File: config.mk
export PLATFORM = sky130hd
export DESIGN_NAME = multichannel_servo_move_interpolator
export DESIGN_NICKNAME = d
export VERILOG_FILES = /design/src/hw/rtl/msmi_pkg.sv /design/src/hw/rtl/msmi_div.sv /design/src/hw/rtl/msmi_dp.sv /design/src/hw/rtl/msmi_ctrl.sv /design/src/hw/rtl/multichannel_servo_move_interpolator.sv
export SDC_FILE = /design/constraint.sdc
export NUM_CORES = 2
export LEC_CHECK = 0
export BUFFER_PORTS_ARGS = -buffer_cell sky130_fd_sc_hd__buf_2
export CORE_ASPECT_RATIO = 0.5
export CORE_UTILIZATION = 65
export CTS_CLUSTER_DIAMETER = 150
export CTS_CLUSTER_SIZE = 10
export DETAILED_ROUTE_END_ITERATION = 6
export GPL_ROUTABILITY_DRIVEN = 1
export GPL_TIMING_DRIVEN = 0
export PLACE_DENSITY = 0.88
export SYNTH_ARGS = -nofsm -noshare
export SYNTH_HDL_FRONTEND = slang
export SYNTH_SLANG_ARGS = --single-unit
File: constraint.sdc
create_clock -name clock -period 13.8 [get_ports clock]
set_input_delay 0 -clock clock [delete_from_list [all_inputs] [get_ports clock]]
set_output_delay 0 -clock clock [all_outputs]
set_load 0.02 [all_outputs]
File: src/hw/rtl/msmi_pkg.sv
`timescale 1ns / 1ps
`default_nettype none
package msmi_pkg;

   localparam int POS_W   = 18;
   localparam int XB      = 8;
   localparam int X_W     = POS_W + XB;
   localparam int DIFF_W  = X_W + 1;
   localparam int STEP_W  = 32;
   localparam int TICK_W  = 16;
   localparam int DIV_W   = 53;
   localparam int PIQ_W   = 26;
   localparam int DUR_W   = DIV_W;

   localparam logic [31:0] PI_Q30      = 32'd3373259426;
   localparam logic [31:0] HALF_PI_Q30 = 32'd1686629713;
   localparam logic [9:0]  MS_PER_S    = 10'd1000;

   localparam logic [2:0] KIND_TICK  = 3'd0;
   localparam logic [2:0] KIND_MOVE  = 3'd1;
   localparam logic [2:0] KIND_QUERY = 3'd2;
   localparam logic [2:0] KIND_ESTOP = 3'd3;
   localparam logic [2:0] KIND_STOP  = 3'd4;

   localparam logic REG_PULSE_MIN = 1'b0;
   localparam logic REG_PULSE_MAX = 1'b1;

   typedef enum logic [2:0] {
      RS_REPORT      = 3'd0,
      RS_BUSY        = 3'd1,
      RS_IDLE        = 3'd2,
      RS_ACCEPTED    = 3'd3,
      RS_BAD_CHANNEL = 3'd4,
      RS_ZERO_TIME   = 3'd5,
      RS_STOP_IDLE   = 3'd6
   } rsp_status_type;

   typedef enum logic [1:0] {
      DIV_ANGLE,
      DIV_SPEED,
      DIV_STEP
   } div_sel_type;

   typedef enum logic [1:0] {
      EM_TICK,
      EM_CHAN,
      EM_BAD,
      EM_PLAIN
   } emit_sel_type;

   typedef enum logic [4:0] {
      S_IDLE,
      S_DECODE,
      S_MUL_A,
      S_DIV_A,
      S_WAIT_A,
      S_TGT,
      S_DIFF,
      S_MUL_S1,
      S_MUL_S2,
      S_DIV_S,
      S_WAIT_S,
      S_DUR,
      S_CHECK,
      S_DIV_M,
      S_WAIT_M,
      S_COMMIT,
      S_EM_ACC,
      S_EM_BAD,
      S_EM_ZERO,
      S_STOP,
      S_EM_IDLECH,
      S_ESTOP,
      S_EM_ESTOP,
      S_EM_QUERY,
      S_TICK_UPD,
      S_TICK_EM
   } ctrl_state_type;

   typedef struct packed {
      logic           load_req;
      logic           walk_clr;
      logic           ch_inc;
      logic           mul_a;
      logic           div_start;
      div_sel_type    div_sel;
      logic           take_angle;
      logic           calc_diff;
      logic           mul_s1;
      logic           mul_s2;
      logic           calc_dur;
      logic           commit;
      logic           stop_ch;
      logic           halt_all;
      logic           tick_step;
      logic           emit;
      emit_sel_type   emit_sel;
      rsp_status_type emit_status;
   } dp_cmd_type;

   typedef struct packed {
      logic [2:0] kind;
      logic       bad_ch;
      logic       span_zero;
      logic       speed_ok;
      logic       dur_zero;
      logic       ticks_zero;
      logic       div_busy;
      logic       ch_active;
      logic       any_active;
      logic       last_ch;
      logic       slot_free;
   } dp_status_type;

endpackage
`default_nettype wire

File: src/hw/rtl/msmi_div.sv
`timescale 1ns / 1ps
`default_nettype none
module msmi_div (
   input  wire logic                         clock,
   input  wire logic                         reset,
   input  wire logic                         start,
   input  wire logic [msmi_pkg::DIV_W-1:0]   num,
   input  wire logic [msmi_pkg::DIV_W-1:0]   den,
   output logic                              busy,
   output logic [msmi_pkg::DIV_W-1:0]        quo
);

   localparam int W    = msmi_pkg::DIV_W;
   localparam int CNTW = $clog2(W);

   logic            busy_ff, busy_in;
   logic [CNTW-1:0] cnt_ff, cnt_in;
   logic [W-1:0]    rem_ff, rem_in;
   logic [W-1:0]    quo_ff, quo_in;
   logic [W-1:0]    den_ff, den_in;
   logic [W:0]      trial;
   logic [W:0]      diffv;
   logic            ge;

   always_comb begin
      trial   = {rem_ff, quo_ff[W-1]};
      ge      = trial >= {1'b0, den_ff};
      diffv   = trial - {1'b0, den_ff};
      busy_in = busy_ff;
      cnt_in  = cnt_ff;
      rem_in  = rem_ff;
      quo_in  = quo_ff;
      den_in  = den_ff;
      if (start) begin
         busy_in = 1'b1;
         cnt_in  = CNTW'(W - 1);
         rem_in  = '0;
         quo_in  = num;
         den_in  = den;
      end else if (busy_ff) begin
         rem_in  = ge ? diffv[W-1:0] : trial[W-1:0];
         quo_in  = {quo_ff[W-2:0], ge};
         cnt_in  = cnt_ff - 1'b1;
         busy_in = cnt_ff != '0;
      end
   end

   always_ff @(posedge clock) begin
      if (reset) begin
         busy_ff <= 1'b0;
         cnt_ff  <= '0;
      end else begin
         busy_ff <= busy_in;
         cnt_ff  <= cnt_in;
      end
      rem_ff <= rem_in;
      quo_ff <= quo_in;
      den_ff <= den_in;
   end

   assign busy = busy_ff;
   assign quo  = quo_ff;

endmodule
`default_nettype wire

File: src/hw/rtl/msmi_dp.sv
`timescale 1ns / 1ps
`default_nettype none
module msmi_dp #(
   parameter int NUM_CHANNELS = 6,
   parameter int FRAC_BITS    = 16
) (
   input  wire logic                          clock,
   input  wire logic                          reset,
   input  wire msmi_pkg::dp_cmd_type          cmd,
   output msmi_pkg::dp_status_type            st,
   input  wire logic [15:0]                   pulse_min,
   input  wire logic [15:0]                   pulse_max,
   input  wire logic [2:0]                    req_kind,
   input  wire logic [4:0]                    req_channel,
   input  wire logic [15:0]                   req_pulse_width,
   input  wire logic                          req_has_time,
   input  wire logic [15:0]                   req_move_time,
   input  wire logic                          req_has_speed,
   input  wire logic [15:0]                   req_speed,
   output logic                               rsp_valid,
   input  wire logic                          rsp_ready,
   output logic [2:0]                         rsp_status,
   output logic [4:0]                         rsp_report_channel,
   output logic signed [msmi_pkg::POS_W-1:0]  rsp_position,
   output logic                               rsp_channel_moving,
   output logic                               rsp_last
);

   localparam int CW     = (NUM_CHANNELS > 1) ? $clog2(NUM_CHANNELS) : 1;
   localparam int POS_W  = msmi_pkg::POS_W;
   localparam int XB     = msmi_pkg::XB;
   localparam int X_W    = msmi_pkg::X_W;
   localparam int DIFF_W = msmi_pkg::DIFF_W;
   localparam int STEP_W = msmi_pkg::STEP_W;
   localparam int TICK_W = msmi_pkg::TICK_W;
   localparam int DW     = msmi_pkg::DIV_W;
   localparam int PIQ_W  = msmi_pkg::PIQ_W;
   localparam int RSH    = 30 - FRAC_BITS;
   localparam logic [33:0] RND = 34'(1) << (29 - FRAC_BITS);
   localparam logic [33:0] PIQ_FULL = (34'(msmi_pkg::PI_Q30) + RND) >> RSH;
   localparam logic [PIQ_W-1:0] PIQ = PIQ_FULL[PIQ_W-1:0];
   localparam logic signed [X_W:0] XMAX = (X_W+1)'((33'sd1 <<< (X_W - 1)) - 33'sd1);
   localparam logic signed [X_W:0] XMIN = (X_W+1)'(-(33'sd1 <<< (X_W - 1)));
   localparam logic signed [POS_W-1:0] POS_MAX = (18'sd1 <<< (POS_W - 1)) - 18'sd1;
   localparam logic signed [POS_W-1:0] POS_MIN = -(18'sd1 <<< (POS_W - 1));

   logic [2:0]  kind_ff;
   logic [4:0]  ch_ff;
   logic [15:0] pw_ff, mt_ff, spd_ff;
   logic        ht_ff, hs_ff;
   logic [CW-1:0] idx_ff;

   logic signed [X_W-1:0]   x_ff    [NUM_CHANNELS];
   logic signed [POS_W-1:0] tgt_ff  [NUM_CHANNELS];
   logic [STEP_W-1:0]       step_ff [NUM_CHANNELS];
   logic [TICK_W-1:0]       ticks_ff[NUM_CHANNELS];
   logic [NUM_CHANNELS-1:0] act_ff;

   logic [47:0]              proda_ff;
   logic signed [POS_W-1:0]  ang_ff, ang_in;
   logic signed [DIFF_W-1:0] diff_ff, diff_in;
   logic [DIFF_W-1:0]        dist_ff;
   logic [42:0]              p1_ff;
   logic [41:0]              sden_ff;
   logic [DW-1:0]            p2_ff;
   logic [DW-1:0]            dur_ff, dur_in;

   logic        rsp_valid_ff;
   logic [2:0]  rsp_status_ff;
   logic [4:0]  rsp_ch_ff;
   logic signed [POS_W-1:0] rsp_pos_ff;
   logic        rsp_mov_ff, rsp_last_ff;

   logic [15:0] span, pw_c, pw_off;
   logic        span_zero, speed_ok, slot_free;
   logic [DW-1:0] div_num, div_den, quo;
   logic        div_busy;
   logic signed [X_W-1:0] xcur;
   logic [32:0]           t_val;
   logic signed [33:0]    s_val;
   logic [32:0]           mag;
   logic [33:0]           rnd_val;
   logic [DW-1:0]         dur_t;
   logic [STEP_W-1:0]     m32, step_new;
   logic [TICK_W-1:0]     ticks_new;
   logic signed [X_W:0]   sum;
   logic signed [X_W-1:0] x_step;

   assign span      = (pulse_max > pulse_min) ? pulse_max - pulse_min : '0;
   assign span_zero = span == '0;
   assign pw_c      = (pw_ff < pulse_min) ? pulse_min :
                      ((pw_ff > pulse_max) ? pulse_max : pw_ff);
   assign pw_off    = pw_c - pulse_min;
   assign speed_ok  = hs_ff & (spd_ff != '0) & ~span_zero;
   assign slot_free = ~rsp_valid_ff | rsp_ready;
   assign xcur      = x_ff[idx_ff];

   always_comb begin
      unique case (cmd.div_sel)
         msmi_pkg::DIV_ANGLE: begin
            div_num = DW'(proda_ff);
            div_den = DW'(span);
         end
         msmi_pkg::DIV_SPEED: begin
            div_num = p2_ff;
            div_den = DW'(sden_ff);
         end
         msmi_pkg::DIV_STEP: begin
            div_num = DW'({dist_ff, 8'b0});
            div_den = dur_ff;
         end
         default: begin
            div_num = '0;
            div_den = '0;
         end
      endcase
   end

   msmi_div u_div (
      .clock (clock),
      .reset (reset),
      .start (cmd.div_start),
      .num   (div_num),
      .den   (div_den),
      .busy  (div_busy),
      .quo   (quo)
   );

   always_comb begin
      t_val   = span_zero ? '0 : quo[32:0];
      s_val   = $signed({1'b0, t_val}) - $signed({2'b0, msmi_pkg::HALF_PI_Q30});
      mag     = s_val[33] ? 33'(-s_val) : s_val[32:0];
      rnd_val = (34'(mag) + RND) >> RSH;
      if (s_val[33]) begin
         ang_in = (rnd_val > 34'd131072) ? POS_MIN : POS_W'(-rnd_val);
      end else begin
         ang_in = (rnd_val > 34'd131071) ? POS_MAX : POS_W'(rnd_val);
      end
      diff_in   = DIFF_W'($signed({ang_ff, 8'b0})) - DIFF_W'(xcur);
      dur_t     = ht_ff ? DW'({mt_ff, 8'b0}) : '0;
      dur_in    = (speed_ok && quo > dur_t) ? quo : dur_t;
      m32       = quo[STEP_W-1:0];
      step_new  = diff_ff[DIFF_W-1] ? -m32 : m32;
      ticks_new = (|dur_ff[DW-1:XB+TICK_W]) ? '1 : dur_ff[XB+TICK_W-1:XB];
      sum       = (X_W+1)'(xcur) + (X_W+1)'($signed(step_ff[idx_ff]));
      if (sum > XMAX) begin
         x_step = XMAX[X_W-1:0];
      end else if (sum < XMIN) begin
         x_step = XMIN[X_W-1:0];
      end else begin
         x_step = sum[X_W-1:0];
      end
   end

   always_ff @(posedge clock) begin
      if (cmd.load_req) begin
         kind_ff <= req_kind;
         ch_ff   <= req_channel;
         pw_ff   <= req_pulse_width;
         mt_ff   <= req_move_time;
         spd_ff  <= req_speed;
         ht_ff   <= req_has_time;
         hs_ff   <= req_has_speed;
      end
      if (cmd.mul_a) begin
         proda_ff <= 48'(pw_off) * 48'(msmi_pkg::PI_Q30);
      end
      if (cmd.take_angle) begin
         ang_ff <= ang_in;
      end
      if (cmd.calc_diff) begin
         diff_ff <= diff_in;
         dist_ff <= diff_in[DIFF_W-1] ? DIFF_W'(-diff_in) : DIFF_W'(diff_in);
      end
      if (cmd.mul_s1) begin
         p1_ff   <= 43'(dist_ff) * 43'(span);
         sden_ff <= 42'(spd_ff) * 42'(PIQ);
      end
      if (cmd.mul_s2) begin
         p2_ff <= DW'(p1_ff) * DW'(msmi_pkg::MS_PER_S);
      end
      if (cmd.calc_dur) begin
         dur_ff <= dur_in;
      end
   end

   always_ff @(posedge clock) begin
      if (reset) begin
         idx_ff <= '0;
      end else if (cmd.load_req) begin
         idx_ff <= req_channel[CW-1:0];
      end else if (cmd.walk_clr) begin
         idx_ff <= '0;
      end else if (cmd.ch_inc) begin
         idx_ff <= idx_ff + 1'b1;
      end
   end

   always_ff @(posedge clock) begin
      if (reset) begin
         for (int i = 0; i < NUM_CHANNELS; i++) begin
            x_ff[i]     <= '0;
            tgt_ff[i]   <= '0;
            step_ff[i]  <= '0;
            ticks_ff[i] <= '0;
         end
         act_ff <= '0;
      end else if (cmd.halt_all) begin
         for (int i = 0; i < NUM_CHANNELS; i++) begin
            step_ff[i]  <= '0;
            ticks_ff[i] <= '0;
         end
         act_ff <= '0;
      end else if (cmd.stop_ch) begin
         step_ff[idx_ff]  <= '0;
         ticks_ff[idx_ff] <= '0;
         act_ff[idx_ff]   <= 1'b0;
      end else if (cmd.commit) begin
         tgt_ff[idx_ff] <= ang_ff;
         if (dur_ff[DW-1:XB] == '0) begin
            x_ff[idx_ff]     <= {ang_ff, 8'b0};
            step_ff[idx_ff]  <= '0;
            ticks_ff[idx_ff] <= '0;
            act_ff[idx_ff]   <= 1'b0;
         end else begin
            step_ff[idx_ff]  <= step_new;
            ticks_ff[idx_ff] <= ticks_new;
            act_ff[idx_ff]   <= 1'b1;
         end
      end else if (cmd.tick_step && act_ff[idx_ff]) begin
         if (ticks_ff[idx_ff] > 16'd1) begin
            x_ff[idx_ff]     <= x_step;
            ticks_ff[idx_ff] <= ticks_ff[idx_ff] - 1'b1;
         end else begin
            x_ff[idx_ff]     <= {tgt_ff[idx_ff], 8'b0};
            step_ff[idx_ff]  <= '0;
            ticks_ff[idx_ff] <= '0;
            act_ff[idx_ff]   <= 1'b0;
         end
      end
   end

   always_ff @(posedge clock) begin
      if (reset) begin
         rsp_valid_ff <= 1'b0;
      end else if (cmd.emit && slot_free) begin
         rsp_valid_ff <= 1'b1;
      end else if (rsp_ready) begin
         rsp_valid_ff <= 1'b0;
      end
      if (cmd.emit && slot_free) begin
         rsp_status_ff <= cmd.emit_status;
         unique case (cmd.emit_sel)
            msmi_pkg::EM_TICK: begin
               rsp_ch_ff   <= 5'(idx_ff);
               rsp_pos_ff  <= xcur[X_W-1:XB];
               rsp_mov_ff  <= act_ff[idx_ff];
               rsp_last_ff <= idx_ff == CW'(NUM_CHANNELS - 1);
            end
            msmi_pkg::EM_CHAN: begin
               rsp_ch_ff   <= ch_ff;
               rsp_pos_ff  <= xcur[X_W-1:XB];
               rsp_mov_ff  <= act_ff[idx_ff];
               rsp_last_ff <= 1'b1;
            end
            msmi_pkg::EM_BAD: begin
               rsp_ch_ff   <= ch_ff;
               rsp_pos_ff  <= '0;
               rsp_mov_ff  <= 1'b0;
               rsp_last_ff <= 1'b1;
            end
            default: begin
               rsp_ch_ff   <= '0;
               rsp_pos_ff  <= '0;
               rsp_mov_ff  <= 1'b0;
               rsp_last_ff <= 1'b1;
            end
         endcase
      end
   end

   assign rsp_valid          = rsp_valid_ff;
   assign rsp_status         = rsp_status_ff;
   assign rsp_report_channel = rsp_ch_ff;
   assign rsp_position       = rsp_pos_ff;
   assign rsp_channel_moving = rsp_mov_ff;
   assign rsp_last           = rsp_last_ff;

   always_comb begin
      st.kind       = kind_ff;
      st.bad_ch     = {1'b0, ch_ff} >= 6'(NUM_CHANNELS);
      st.span_zero  = span_zero;
      st.speed_ok   = speed_ok;
      st.dur_zero   = dur_ff == '0;
      st.ticks_zero = dur_ff[DW-1:XB] == '0;
      st.div_busy   = div_busy;
      st.ch_active  = act_ff[idx_ff];
      st.any_active = |act_ff;
      st.last_ch    = idx_ff == CW'(NUM_CHANNELS - 1);
      st.slot_free  = slot_free;
   end

endmodule
`default_nettype wire

File: src/hw/rtl/msmi_ctrl.sv
`timescale 1ns / 1ps
`default_nettype none
module msmi_ctrl (
   input  wire logic                    clock,
   input  wire logic                    reset,
   input  wire logic                    req_valid,
   output logic                         req_ready,
   input  wire msmi_pkg::dp_status_type st,
   output msmi_pkg::dp_cmd_type         cmd
);

   msmi_pkg::ctrl_state_type state_ff, state_in;

   always_ff @(posedge clock) begin
      if (reset) begin
         state_ff <= msmi_pkg::S_IDLE;
      end else begin
         state_ff <= state_in;
      end
   end

   always_comb begin
      state_in        = state_ff;
      cmd             = '0;
      cmd.div_sel     = msmi_pkg::DIV_ANGLE;
      cmd.emit_sel    = msmi_pkg::EM_PLAIN;
      cmd.emit_status = msmi_pkg::RS_REPORT;
      req_ready       = 1'b0;
      unique case (state_ff)
         msmi_pkg::S_IDLE: begin
            req_ready    = 1'b1;
            cmd.load_req = req_valid;
            if (req_valid) begin
               state_in = msmi_pkg::S_DECODE;
            end
         end
         msmi_pkg::S_DECODE: begin
            unique case (st.kind)
               msmi_pkg::KIND_TICK: begin
                  cmd.walk_clr = 1'b1;
                  state_in     = msmi_pkg::S_TICK_UPD;
               end
               msmi_pkg::KIND_MOVE: begin
                  state_in = st.bad_ch ? msmi_pkg::S_EM_BAD : msmi_pkg::S_MUL_A;
               end
               msmi_pkg::KIND_QUERY: state_in = msmi_pkg::S_EM_QUERY;
               msmi_pkg::KIND_ESTOP: state_in = msmi_pkg::S_ESTOP;
               msmi_pkg::KIND_STOP: begin
                  state_in = st.bad_ch ? msmi_pkg::S_EM_BAD : msmi_pkg::S_STOP;
               end
               default: state_in = msmi_pkg::S_IDLE;
            endcase
         end
         msmi_pkg::S_MUL_A: begin
            cmd.mul_a = 1'b1;
            state_in  = st.span_zero ? msmi_pkg::S_TGT : msmi_pkg::S_DIV_A;
         end
         msmi_pkg::S_DIV_A: begin
            cmd.div_start = 1'b1;
            cmd.div_sel   = msmi_pkg::DIV_ANGLE;
            state_in      = msmi_pkg::S_WAIT_A;
         end
         msmi_pkg::S_WAIT_A: begin
            if (!st.div_busy) begin
               state_in = msmi_pkg::S_TGT;
            end
         end
         msmi_pkg::S_TGT: begin
            cmd.take_angle = 1'b1;
            state_in       = msmi_pkg::S_DIFF;
         end
         msmi_pkg::S_DIFF: begin
            cmd.calc_diff = 1'b1;
            state_in      = st.speed_ok ? msmi_pkg::S_MUL_S1 : msmi_pkg::S_DUR;
         end
         msmi_pkg::S_MUL_S1: begin
            cmd.mul_s1 = 1'b1;
            state_in   = msmi_pkg::S_MUL_S2;
         end
         msmi_pkg::S_MUL_S2: begin
            cmd.mul_s2 = 1'b1;
            state_in   = msmi_pkg::S_DIV_S;
         end
         msmi_pkg::S_DIV_S: begin
            cmd.div_start = 1'b1;
            cmd.div_sel   = msmi_pkg::DIV_SPEED;
            state_in      = msmi_pkg::S_WAIT_S;
         end
         msmi_pkg::S_WAIT_S: begin
            if (!st.div_busy) begin
               state_in = msmi_pkg::S_DUR;
            end
         end
         msmi_pkg::S_DUR: begin
            cmd.calc_dur = 1'b1;
            state_in     = msmi_pkg::S_CHECK;
         end
         msmi_pkg::S_CHECK: begin
            priority if (st.dur_zero) begin
               state_in = msmi_pkg::S_EM_ZERO;
            end else if (st.ticks_zero) begin
               state_in = msmi_pkg::S_COMMIT;
            end else begin
               state_in = msmi_pkg::S_DIV_M;
            end
         end
         msmi_pkg::S_DIV_M: begin
            cmd.div_start = 1'b1;
            cmd.div_sel   = msmi_pkg::DIV_STEP;
            state_in      = msmi_pkg::S_WAIT_M;
         end
         msmi_pkg::S_WAIT_M: begin
            cmd.div_sel = msmi_pkg::DIV_STEP;
            if (!st.div_busy) begin
               state_in = msmi_pkg::S_COMMIT;
            end
         end
         msmi_pkg::S_COMMIT: begin
            cmd.commit = 1'b1;
            state_in   = msmi_pkg::S_EM_ACC;
         end
         msmi_pkg::S_EM_ACC: begin
            cmd.emit        = 1'b1;
            cmd.emit_sel    = msmi_pkg::EM_CHAN;
            cmd.emit_status = msmi_pkg::RS_ACCEPTED;
            if (st.slot_free) begin
               state_in = msmi_pkg::S_IDLE;
            end
         end
         msmi_pkg::S_EM_BAD: begin
            cmd.emit        = 1'b1;
            cmd.emit_sel    = msmi_pkg::EM_BAD;
            cmd.emit_status = msmi_pkg::RS_BAD_CHANNEL;
            if (st.slot_free) begin
               state_in = msmi_pkg::S_IDLE;
            end
         end
         msmi_pkg::S_EM_ZERO: begin
            cmd.emit        = 1'b1;
            cmd.emit_sel    = msmi_pkg::EM_CHAN;
            cmd.emit_status = msmi_pkg::RS_ZERO_TIME;
            if (st.slot_free) begin
               state_in = msmi_pkg::S_IDLE;
            end
         end
         msmi_pkg::S_STOP: begin
            if (st.ch_active) begin
               cmd.stop_ch = 1'b1;
               state_in    = msmi_pkg::S_EM_ACC;
            end else begin
               state_in = msmi_pkg::S_EM_IDLECH;
            end
         end
         msmi_pkg::S_EM_IDLECH: begin
            cmd.emit        = 1'b1;
            cmd.emit_sel    = msmi_pkg::EM_CHAN;
            cmd.emit_status = msmi_pkg::RS_STOP_IDLE;
            if (st.slot_free) begin
               state_in = msmi_pkg::S_IDLE;
            end
         end
         msmi_pkg::S_ESTOP: begin
            cmd.halt_all = 1'b1;
            state_in     = msmi_pkg::S_EM_ESTOP;
         end
         msmi_pkg::S_EM_ESTOP: begin
            cmd.emit        = 1'b1;
            cmd.emit_sel    = msmi_pkg::EM_PLAIN;
            cmd.emit_status = msmi_pkg::RS_ACCEPTED;
            if (st.slot_free) begin
               state_in = msmi_pkg::S_IDLE;
            end
         end
         msmi_pkg::S_EM_QUERY: begin
            cmd.emit        = 1'b1;
            cmd.emit_sel    = msmi_pkg::EM_PLAIN;
            cmd.emit_status = st.any_active ? msmi_pkg::RS_BUSY : msmi_pkg::RS_IDLE;
            if (st.slot_free) begin
               state_in = msmi_pkg::S_IDLE;
            end
         end
         msmi_pkg::S_TICK_UPD: begin
            cmd.tick_step = 1'b1;
            state_in      = msmi_pkg::S_TICK_EM;
         end
         msmi_pkg::S_TICK_EM: begin
            cmd.emit        = 1'b1;
            cmd.emit_sel    = msmi_pkg::EM_TICK;
            cmd.emit_status = msmi_pkg::RS_REPORT;
            if (st.slot_free) begin
               if (st.last_ch) begin
                  state_in = msmi_pkg::S_IDLE;
               end else begin
                  cmd.ch_inc = 1'b1;
                  state_in   = msmi_pkg::S_TICK_UPD;
               end
            end
         end
         default: state_in = msmi_pkg::S_IDLE;
      endcase
   end

   a_div_idle: assert property (@(posedge clock) disable iff (reset)
      cmd.div_start |-> !st.div_busy)
      else $error("divider started while busy");

   a_accept_decode: assert property (@(posedge clock) disable iff (reset)
      (req_valid && req_ready) |=> state_ff == msmi_pkg::S_DECODE)
      else $error("accepted word not decoded");

   a_emit_hold: assert property (@(posedge clock) disable iff (reset)
      (cmd.emit && !st.slot_free) |=> state_ff == $past(state_ff))
      else $error("result dropped while output busy");

   a_estop_clear: assert property (@(posedge clock) disable iff (reset)
      cmd.halt_all |=> !st.any_active)
      else $error("channel still moving after emergency stop");

   a_walk_next: assert property (@(posedge clock) disable iff (reset)
      (state_ff == msmi_pkg::S_TICK_EM && st.slot_free && !st.last_ch)
      |=> state_ff == msmi_pkg::S_TICK_UPD)
      else $error("tick walk ended early");

endmodule
`default_nettype wire

File: src/hw/rtl/multichannel_servo_move_interpolator.sv
// Tick: one position report per channel, stepping through the channels in order.
// Move: control states plus up to three runs of the shared 53-step divider
// (angle, speed time, step); a bad channel skips the divider.
// Query, stop and emergency stop use no divider. One word is processed at a time,
// and an output stall holds it until the result is taken. Synchronous active-high
// reset: all channels at 0 and idle, pulse_min 500, pulse_max 2500.
`timescale 1ns / 1ps
`default_nettype none
module multichannel_servo_move_interpolator #(
   parameter int NUM_CHANNELS = 6,
   parameter int FRAC_BITS    = 16
) (
   input  wire logic                          clock,
   input  wire logic                          reset,
   input  wire logic                          req_valid,
   output logic                               req_ready,
   input  wire logic [2:0]                    req_kind,
   input  wire logic [4:0]                    req_channel,
   input  wire logic [15:0]                   req_pulse_width,
   input  wire logic                          req_has_time,
   input  wire logic [15:0]                   req_move_time,
   input  wire logic                          req_has_speed,
   input  wire logic [15:0]                   req_speed,
   output logic                               rsp_valid,
   input  wire logic                          rsp_ready,
   output logic [2:0]                         rsp_status,
   output logic [4:0]                         rsp_report_channel,
   output logic signed [msmi_pkg::POS_W-1:0]  rsp_position,
   output logic                               rsp_channel_moving,
   output logic                               rsp_last,
   input  wire logic                          csr_psel,
   input  wire logic                          csr_penable,
   input  wire logic                          csr_pwrite,
   input  wire logic [2:0]                    csr_paddr,
   input  wire logic [31:0]                   csr_pwdata,
   output logic [31:0]                        csr_prdata,
   output logic                               csr_pready
);

   logic [15:0] pulse_min_ff, pulse_max_ff;
   logic        csr_we;
   msmi_pkg::dp_cmd_type    cmd;
   msmi_pkg::dp_status_type st;

   assign csr_pready = 1'b1;
   assign csr_we     = csr_psel & csr_penable & csr_pwrite & csr_pready;

   always_ff @(posedge clock) begin
      if (reset) begin
         pulse_min_ff <= 16'd500;
         pulse_max_ff <= 16'd2500;
      end else if (csr_we) begin
         unique case (csr_paddr[2])
            msmi_pkg::REG_PULSE_MIN: pulse_min_ff <= csr_pwdata[15:0];
            msmi_pkg::REG_PULSE_MAX: pulse_max_ff <= csr_pwdata[15:0];
            default: pulse_min_ff <= pulse_min_ff;
         endcase
      end
   end

   always_comb begin
      unique case (csr_paddr[2])
         msmi_pkg::REG_PULSE_MIN: csr_prdata = {16'b0, pulse_min_ff};
         msmi_pkg::REG_PULSE_MAX: csr_prdata = {16'b0, pulse_max_ff};
         default:                 csr_prdata = '0;
      endcase
   end

   msmi_ctrl u_ctrl (
      .clock     (clock),
      .reset     (reset),
      .req_valid (req_valid),
      .req_ready (req_ready),
      .st        (st),
      .cmd       (cmd)
   );

   msmi_dp #(
      .NUM_CHANNELS (NUM_CHANNELS),
      .FRAC_BITS    (FRAC_BITS)
   ) u_dp (
      .clock              (clock),
      .reset              (reset),
      .cmd                (cmd),
      .st                 (st),
      .pulse_min          (pulse_min_ff),
      .pulse_max          (pulse_max_ff),
      .req_kind           (req_kind),
      .req_channel        (req_channel),
      .req_pulse_width    (req_pulse_width),
      .req_has_time       (req_has_time),
      .req_move_time      (req_move_time),
      .req_has_speed      (req_has_speed),
      .req_speed          (req_speed),
      .rsp_valid          (rsp_valid),
      .rsp_ready          (rsp_ready),
      .rsp_status         (rsp_status),
      .rsp_report_channel (rsp_report_channel),
      .rsp_position       (rsp_position),
      .rsp_channel_moving (rsp_channel_moving),
      .rsp_last           (rsp_last)
   );

endmodule
`default_nettype wire

# Word level (Yosys, flattened, before mapping)
# Memory sizes are Yosys's and may differ from the RTL's. A register that Yosys moved wholly into a read port is not among the register bits.
# Index checks and enable logic that the tools add are counted.
# totals
word_cells,334
mem_count,4
ff_bits,598
ram_bits,552
# classes
reduce_logical,34
mul,4
bitwise_logic,32
mux,159
addsub,14
n_lt_le_gt_ge,13
n_eq_ne,41
# mem_list
memory,words,width,rd,rd_ports_with_merged_regs,wr,line,source
u_dp.step_ff,6,32,1,1,6,msmi_dp.sv:55,logic [STEP_W-1:0] step_ff [NUM_CHANNELS];
u_dp.x_ff,6,26,1,1,6,msmi_dp.sv:53,logic signed [X_W-1:0] x_ff [NUM_CHANNELS];
u_dp.tgt_ff,6,18,1,1,6,msmi_dp.sv:54,logic signed [POS_W-1:0] tgt_ff [NUM_CHANNELS];
u_dp.ticks_ff,6,16,1,1,6,msmi_dp.sv:56,logic [TICK_W-1:0] ticks_ff[NUM_CHANNELS];
# op_table
op,count
32-bit 2-to-1 mux,11
53-bit one-hot mux with 3 select lines,2
16-bit 2-to-1 mux,15
53-bit 2-to-1 mux,4
26-bit 2-to-1 mux,6
5-bit one-hot mux with 21 select lines,1
18-bit 2-to-1 mux,4
1-bit 2-to-1 mux,69
33-bit 2-to-1 mux,2
32-bit one-hot mux with 2 select lines,1
54-bit by 53-bit >= comparator with 1-bit output,1
53-bit greater-than comparator,1
53-bit zero test,1
53-bit subtractor,1
3-bit 2-to-1 mux,17
5-bit == test (second input constant),10
43-bit by 7-bit multiplier with 50-bit output (second input constant),1
16-bit by 31-bit multiplier with 47-bit output (second input constant),1
45-bit zero test,1
5-bit 2-to-1 mux,9
27-bit by 16-bit multiplier with 43-bit output,1
6-bit 2-to-1 mux,7
6-bit one-hot mux with 7 select lines,1
5-bit by 4-bit == test with 1-bit output (second input constant),8
other kinds (67),122

# Depth between registers and ports, before layout
# logic_depth
word_depth,14
depth_mapped,64
ltp_nobuf,63

# By module
# From an unflattened synthesis, not the netlist that was laid out.
# unflattened
hier_cells,8812
area_unflattened_um2,97462.2
# by_module_without_submodules
mod,area_each_um2,instances,seq_area_each_um2,cells_each
msmi_dp,85039.1,1,31940.6,7514
msmi_div,9780.6,1,4384.2,1002
multichannel_servo_move_interpolator,1679.1,1,640.6,163
msmi_ctrl,963.4,1,100.1,133

# Worst setup path before layout
# No wires, ideal clock.
# synth_path
kind,flip-flop to flip-flop
start,register pulse_min_ff[1]
end,register u_dp.proda_ff[47] (data pin)
t_arrival_ps,12286
n_path_buf,1
stages_incl_launch_ff,61
setup_time_ps,260
setup_slack_ps,1254
period_less_slack_ps,12546
cell_sequence,dfxtp_1 inv_1 ha_1 a21o_1 a21o_1 a21o_1 a21o_1 a21o_1 a21o_1 a21o_1 a21o_1 a21o_1 a21o_1 a21o_1 a21o_1 a21oi_1 o21ai_0 clkbuf_1 [25 not listed] fa_1 inv_1 fa_1 fa_1 inv_1 ha_1 nand2_1 o311a_1 a2111oi_0 o21ai_0 a31oi_1 nand4_1 and4_1 o31a_1 o21a_1 o21ai_0 a21oi_1 xnor2_1
# synth_via
elab_chain_cells,4
# synth_lines
element,line,source
"start, declared",multichannel_servo_move_interpolator.sv:40,"logic [15:0] pulse_min_ff, pulse_max_ff;"
"start signal, assigned",multichannel_servo_move_interpolator.sv:54,msmi_pkg::REG_PULSE_MIN: pulse_min_ff <= csr_pwdata[15:0];
"start signal, assigned",multichannel_servo_move_interpolator.sv:56,default: pulse_min_ff <= pulse_min_ff;
16-bit less-than comparator,msmi_dp.sv:91,assign pw_c = (pw_ff < pulse_min) ? pulse_min :
16-bit 2-to-1 mux,msmi_dp.sv:91,
16-bit subtractor (*),msmi_dp.sv:93,assign pw_off = pw_c - pulse_min;
16-bit by 31-bit multiplier with 47-bit output (*),msmi_dp.sv:166,proda_ff <= 48'(pw_off) * 48'(msmi_pkg::PI_Q30);
"end signal, assigned",msmi_dp.sv:166,
"end, declared",msmi_dp.sv:59,logic [47:0] proda_ff;
# Every way passes the cells marked *; elsewhere a longest branch is shown, timed or not.
# A chain may end at the register's enable or synchronous reset.

# Worst setup path after layout
# layout_path
start,register pulse_max_ff[0]
end,register u_dp.p1_ff[42] (data pin)
# layout_via
elab_chain_cells,3
word_cells_on_any_way,4
# layout_lines
element,line,source
"start, declared",multichannel_servo_move_interpolator.sv:40,
"start signal, assigned",multichannel_servo_move_interpolator.sv:55,msmi_pkg::REG_PULSE_MAX: pulse_max_ff <= csr_pwdata[15:0];
16-bit subtractor or 16-bit greater-than comparator (tied branches),msmi_dp.sv:89,assign span = (pulse_max > pulse_min) ? pulse_max - pulse_min : '0;
16-bit 2-to-1 mux (*),msmi_dp.sv:89,
27-bit by 16-bit multiplier with 43-bit output (*),msmi_dp.sv:176,p1_ff <= 43'(dist_ff) * 43'(span);
"end signal, assigned",msmi_dp.sv:176,
"end, declared",msmi_dp.sv:63,logic [42:0] p1_ff;
# Marked as above.

==> impl_metrics.prom <==
# TYPE chip_impl_metric gauge
chip_impl_info{name="run_status",value="complete, but fails checks"} 1
chip_impl_info{name="failed_checks",value="design-rule violations, max-capacitance violations, max-slew violations"} 1
chip_impl_metric{name="place.detailed.hpwl",unit="mm"} 220
chip_impl_info{name="worstReg2RegEnd",value="u_dp.p1_ff[42]$_DFFE_PP_"} 1
chip_impl_metric{name="post_detailed_route_drc_marker_count",unit=""} 61
chip_impl_metric{name="clk_pin_slew_worst_paths",unit="ns"} 0.07
chip_impl_metric{name="antenna_found_initial",unit=""} 20
chip_impl_metric{name="design.die.area",unit="um2"} 149000
chip_impl_metric{name="maxCapViolCount",unit=""} 2
chip_impl_metric{name="initial_core_util",unit=""} 0.655
chip_impl_metric{name="clock_sinks",unit=""} 1271
chip_impl_metric{name="grt_first_pass_wirelength",unit="mm"} 444
chip_impl_metric{name="grt_max_degree",unit=""} 63
chip_impl_metric{name="slew_headroom",unit=""} -0.0570
chip_impl_metric{name="worst_slew_pin_slew",unit="ns"} 1.57
chip_impl_metric{name="buffer_ports.inserted",unit=""} 125
chip_impl_metric{name="cp.depth",unit=""} 40
chip_impl_metric{name="ys_seq_elements",unit=""} 1271
chip_impl_metric{name="route.vias.total",unit=""} 73396
chip_impl_info{name="synth_commonest_cells",value="1161 x sky130_fd_sc_hd__edfxtp_1, 1064 x sky130_fd_sc_hd__inv_1, 862 x sky130_fd_sc_hd__nor2_1"} 1
chip_impl_metric{name="area_fraction_of_the_dominant_cell_type_after_synthesis",unit=""} 0.365
chip_impl_metric{name="drt-total-wl",unit="mm"} 298
chip_impl_metric{name="wl_per_cell",unit="um"} 26.7
chip_impl_metric{name="report.final.setup_viol",unit=""} 0
chip_impl_metric{name="synthesis.area_per_instance",unit="um2"} 11.1
chip_impl_metric{name="core-area",unit="um2"} 146000
chip_impl_metric{name="synth-edff-count",unit=""} 1161
chip_impl_metric{name="htreeDepth",unit=""} 4
chip_impl_info{name="synth.most_common_cell",value="sky130_fd_sc_hd__edfxtp_1"} 1
chip_impl_metric{name="top_level_ports",unit=""} 163
chip_impl_info{name="tritoncts_clock_tree",value="yes"} 1
chip_impl_metric{name="hold_viol",unit=""} 0
chip_impl_info{name="worstReg2RegStart",value="pulse_max_ff[0]$_SDFFE_PP0P_"} 1
chip_impl_metric{name="final_layout_size_suffix_gt1_frac",unit=""} 0.0785
chip_impl_info{name="worst_setup_path_startpoint",value="pulse_max_ff[0]$_SDFFE_PP0P_"} 1
chip_impl_metric{name="cp_data_required_time",unit="ns"} 14.34
chip_impl_metric{name="chipWidth",unit="um"} 544
chip_impl_metric{name="finalSetupTns",unit="ns"} 0
chip_impl_metric{name="final_cells",unit=""} 11167
chip_impl_metric{name="r2r.worst_path.cells",unit=""} 40
chip_impl_info{name="cell_repeated_most_along_the_worst_path",value="sky130_fd_sc_hd__fa_1"} 1
chip_impl_metric{name="ant_nets",unit=""} 0
chip_impl_info{name="netlist.top_cell.by_area",value="sky130_fd_sc_hd__edfxtp_1"} 1
chip_impl_metric{name="finalClockSkew",unit="ns"} 0.0563
chip_impl_metric{name="rrSetupSlack",unit="ns"} 0.48
chip_impl_metric{name="synthesis.yosys.warnings",unit=""} 0
chip_impl_info{name="crit_path_top_delay_cell",value="sky130_fd_sc_hd__nor2_1"} 1
chip_impl_metric{name="floorplan.die.height",unit="um"} 273
chip_impl_info{name="start_kind",value="register"} 1
chip_impl_metric{name="ys_types",unit=""} 123
chip_impl_metric{name="number_of_cells_in_the_design_after_placement",unit=""} 10776
chip_impl_metric{name="ys_async_sr_fraction",unit=""} 0
chip_impl_metric{name="max_freq",unit="MHz"} 75.1
chip_impl_metric{name="avgViaCountPerCell",unit=""} 6.57
chip_impl_metric{name="critical_path_buf_inv_count",unit=""} 8
chip_impl_info{name="synth_top_flop_cell",value="sky130_fd_sc_hd__edfxtp_1"} 1
chip_impl_metric{name="synthCells",unit=""} 8634
chip_impl_metric{name="globalRoute.totalOverflow",unit=""} 0
chip_impl_info{name="critPathTopFamily",value="compound AO/OA/AOI/OAI gates"} 1
chip_impl_metric{name="grt_pass1_vias",unit=""} 73815
chip_impl_info{name="synth.top_cells.by_area",value="sky130_fd_sc_hd__edfxtp_1 37%, sky130_fd_sc_hd__fa_1 16%, sky130_fd_sc_hd__ha_1 9.8%"} 1
chip_impl_metric{name="clk_latency",unit="ns"} 0.82
chip_impl_info{name="holdCritPathClass",value="in2reg"} 1
chip_impl_metric{name="max-clock-path-buffers",unit=""} 3
chip_impl_metric{name="final_period_minus_worst_setup_slack",unit="ns"} 13.32
chip_impl_metric{name="firstDrtPassIters",unit=""} 7
chip_impl_info{name="timing.critical_path.to_type",value="register"} 1
chip_impl_metric{name="synth-seq-area-share",unit=""} 0.388
chip_impl_metric{name="gpl.final_weighted_congestion",unit=""} 1.04
chip_impl_metric{name="drt_iter0_drc",unit=""} 10176
chip_impl_metric{name="crit_path_max_incr_delay",unit="ns"} 1.17
chip_impl_metric{name="filler_cell_count_in_the_final_layout",unit=""} 9358
chip_impl_metric{name="synth_area",unit="um2"} 95500
chip_impl_metric{name="layout.nets",unit=""} 10727
chip_impl_metric{name="critical_path.max_fanout",unit=""} 10
chip_impl_metric{name="area_added_between_synthesis_and_finish",unit="%"} 10.4
chip_impl_metric{name="number_of_buffers_created_by_cts",unit=""} 145
chip_impl_info{name="worst-setup-path-type",value="reg2reg"} 1
chip_impl_info{name="worst_setup_path_endpoint",value="u_dp.p1_ff[42]$_DFFE_PP_"} 1
chip_impl_metric{name="finalMaxSlewViolations",unit=""} 11
chip_impl_info{name="cts-root-buf",value="sky130_fd_sc_hd__clkbuf_16"} 1
chip_impl_metric{name="num_rows",unit=""} 99
chip_impl_metric{name="worst_ep_arrival_time",unit="ns"} 13.85
chip_impl_metric{name="final_min_period_over_clock_period",unit=""} 0.965
chip_impl_metric{name="track_usage",unit=""} 0.404
## area by class of cell
| cell class | instances | area, um2 | share of cell area |
|---|---|---|---|
| multi-input cells | 5951 | 53200 | 0.505 |
| flip-flops and latches | 1271 | 37100 | 0.352 |
| inverters | 1065 | 4000 | 0.0380 |
| clock buffers | 190 | 3820 | 0.0362 |
| repair buffers | 336 | 2880 | 0.0274 |
| well taps | 1969 | 2460 | 0.0234 |
| plain buffers | 362 | 1500 | 0.0143 |
| clock inverters | 15 | 378 | 0.00359 |
| diodes | 8 | 20.0 | 0.000190 |
## metal layers
metal,GRT usage,vias up,part of all wire
met1,0.515,35509,0.35
li1,-,30799,-
met3,0.140,1340,0.15
met2,0.609,5742,0.44
met4,0.224,6,0.066
met5,0,-,0.00011
## kinds of logic (layout without fill, tap and decap cells)
| logic type | count (synthesis) | in the layout | share of synthesized area |
|---|---|---|---|
| buffers and inverters | 1427 | 1968 | 0.0573 |
| muxes | 310 | 310 | 0.0558 |
| other | 2 | 25 | 0.0000787 |
| AOI/OAI and AO/OA | 1277 | 1277 | 0.0895 |
| and+or+nand+nor | 2483 | 2483 | 0.120 |
| xor gates and xnor gates | 369 | 369 | 0.0344 |
| adders and majority gates | 1495 | 1495 | 0.254 |
| DFF | 1271 | 1271 | 0.388 |
## worst reg2reg max path: cells and delay by family (launching register included)
family | cells | cell delay [ns]
AO/OA/AOI/OAI | 16 | 4.81
XOR/XNOR | 1 | 0.09
adder cells (fa/ha/maj) | 9 | 4.16
buffers and inverters | 8 | 1.68
flip-flops | 1 | 0.52
AND/OR/NAND/NOR | 6 | 1.83
## how the worst min path moves through the flow
stage | startpoint | end | slack (ns) | cells past startpoint
2_1_floorplan | req_channel[0] | u_dp.ch_ff[0]$_DFFE_PP_ | 0.1 | 0
3_3_place_gp | req_speed[13] | u_dp.spd_ff[13]$_DFFE_PP_ | 0.18 | 1
3_5_place_dp | req_pulse_width[0] | u_dp.pw_ff[0]$_DFFE_PP_ | 0.18 | 1
4_1_cts | csr_psel | pulse_min_ff[13]$_SDFFE_PP0P_ | 0.006 | 6
5_1_grt | csr_pwdata[4] | pulse_max_ff[4]$_SDFFE_PP0P_ | 0.04 | 4
6_report | csr_pwdata[4] | pulse_max_ff[4]$_SDFFE_PP0P_ | 0.05 | 4
## placed cells by master (no fill, tap or decap), types with 111 or more instances in the layout
cell / n
sky130_fd_sc_hd__ha_1: 749
sky130_fd_sc_hd__mux4_2: 174
sky130_fd_sc_hd__fa_1: 745
sky130_fd_sc_hd__nand2_1: 740
sky130_fd_sc_hd__clkbuf_1: 328
sky130_fd_sc_hd__a21o_1: 117
sky130_fd_sc_hd__o21ai_0: 284
sky130_fd_sc_hd__nor2_1: 849
sky130_fd_sc_hd__nor3_1: 111
sky130_fd_sc_hd__inv_1: 1058
sky130_fd_sc_hd__xor2_1: 116
sky130_fd_sc_hd__dlygate4sd3_1: 167
sky130_fd_sc_hd__edfxtp_1: 1161
sky130_fd_sc_hd__clkbuf_16: 146
sky130_fd_sc_hd__a21oi_1: 322
sky130_fd_sc_hd__and2_1: 226
sky130_fd_sc_hd__buf_2: 135
sky130_fd_sc_hd__xnor2_1: 245
## flip-flops by register name, summed over array words and instances, names as in the netlist, 34 cells and up, named ones only
register / count
u_dp.p2_ff: 50
u_dp.sden_ff: 34
u_dp.p1_ff: 43
u_dp.dur_ff: 53
u_dp.x_ff: 208
u_dp.u_div.quo: 53
u_dp.ticks_ff: 128
u_dp.proda_ff: 47
u_dp.u_div.den_ff: 53
u_dp.step_ff: 216
u_dp.tgt_ff: 144
u_dp.u_div.rem_ff: 53
## repair_timing
| action | in CTS | in global routing |
|---|---|---|
| gates resized for setup | 5 | 34 |
| endpoints found under the setup margin | 7 | 92 |
| hold endpoints to repair | 104 | 0 |
| pin swaps | 0 | 4 |
| setup buffers | 0 | 10 |
| hold buffers | 167 | 0 |
## through the flow
step / utilization / cell area [um2] / setup slack (ns) / hold WS, ns
6_report: 0.723 / 105000 / 0.483 / 0.0465
5_1_grt: 0.723 / 105000 / -0.0145 / 0.0379
4_1_cts: 0.721 / 105000 / 0.0177 / 0.00600
3_5_place_dp: 0.681 / 99200 / -0.684 / 0.178
3_3_place_gp: 0.676 / 98600 / -0.597 / 0.176
2_1_floorplan: - / 95500 / 1.25 / 0.0989
Power is left out: the tool's default activity adds up to more than one toggle a clock period on the data nets, which glitch-free logic cannot reach.
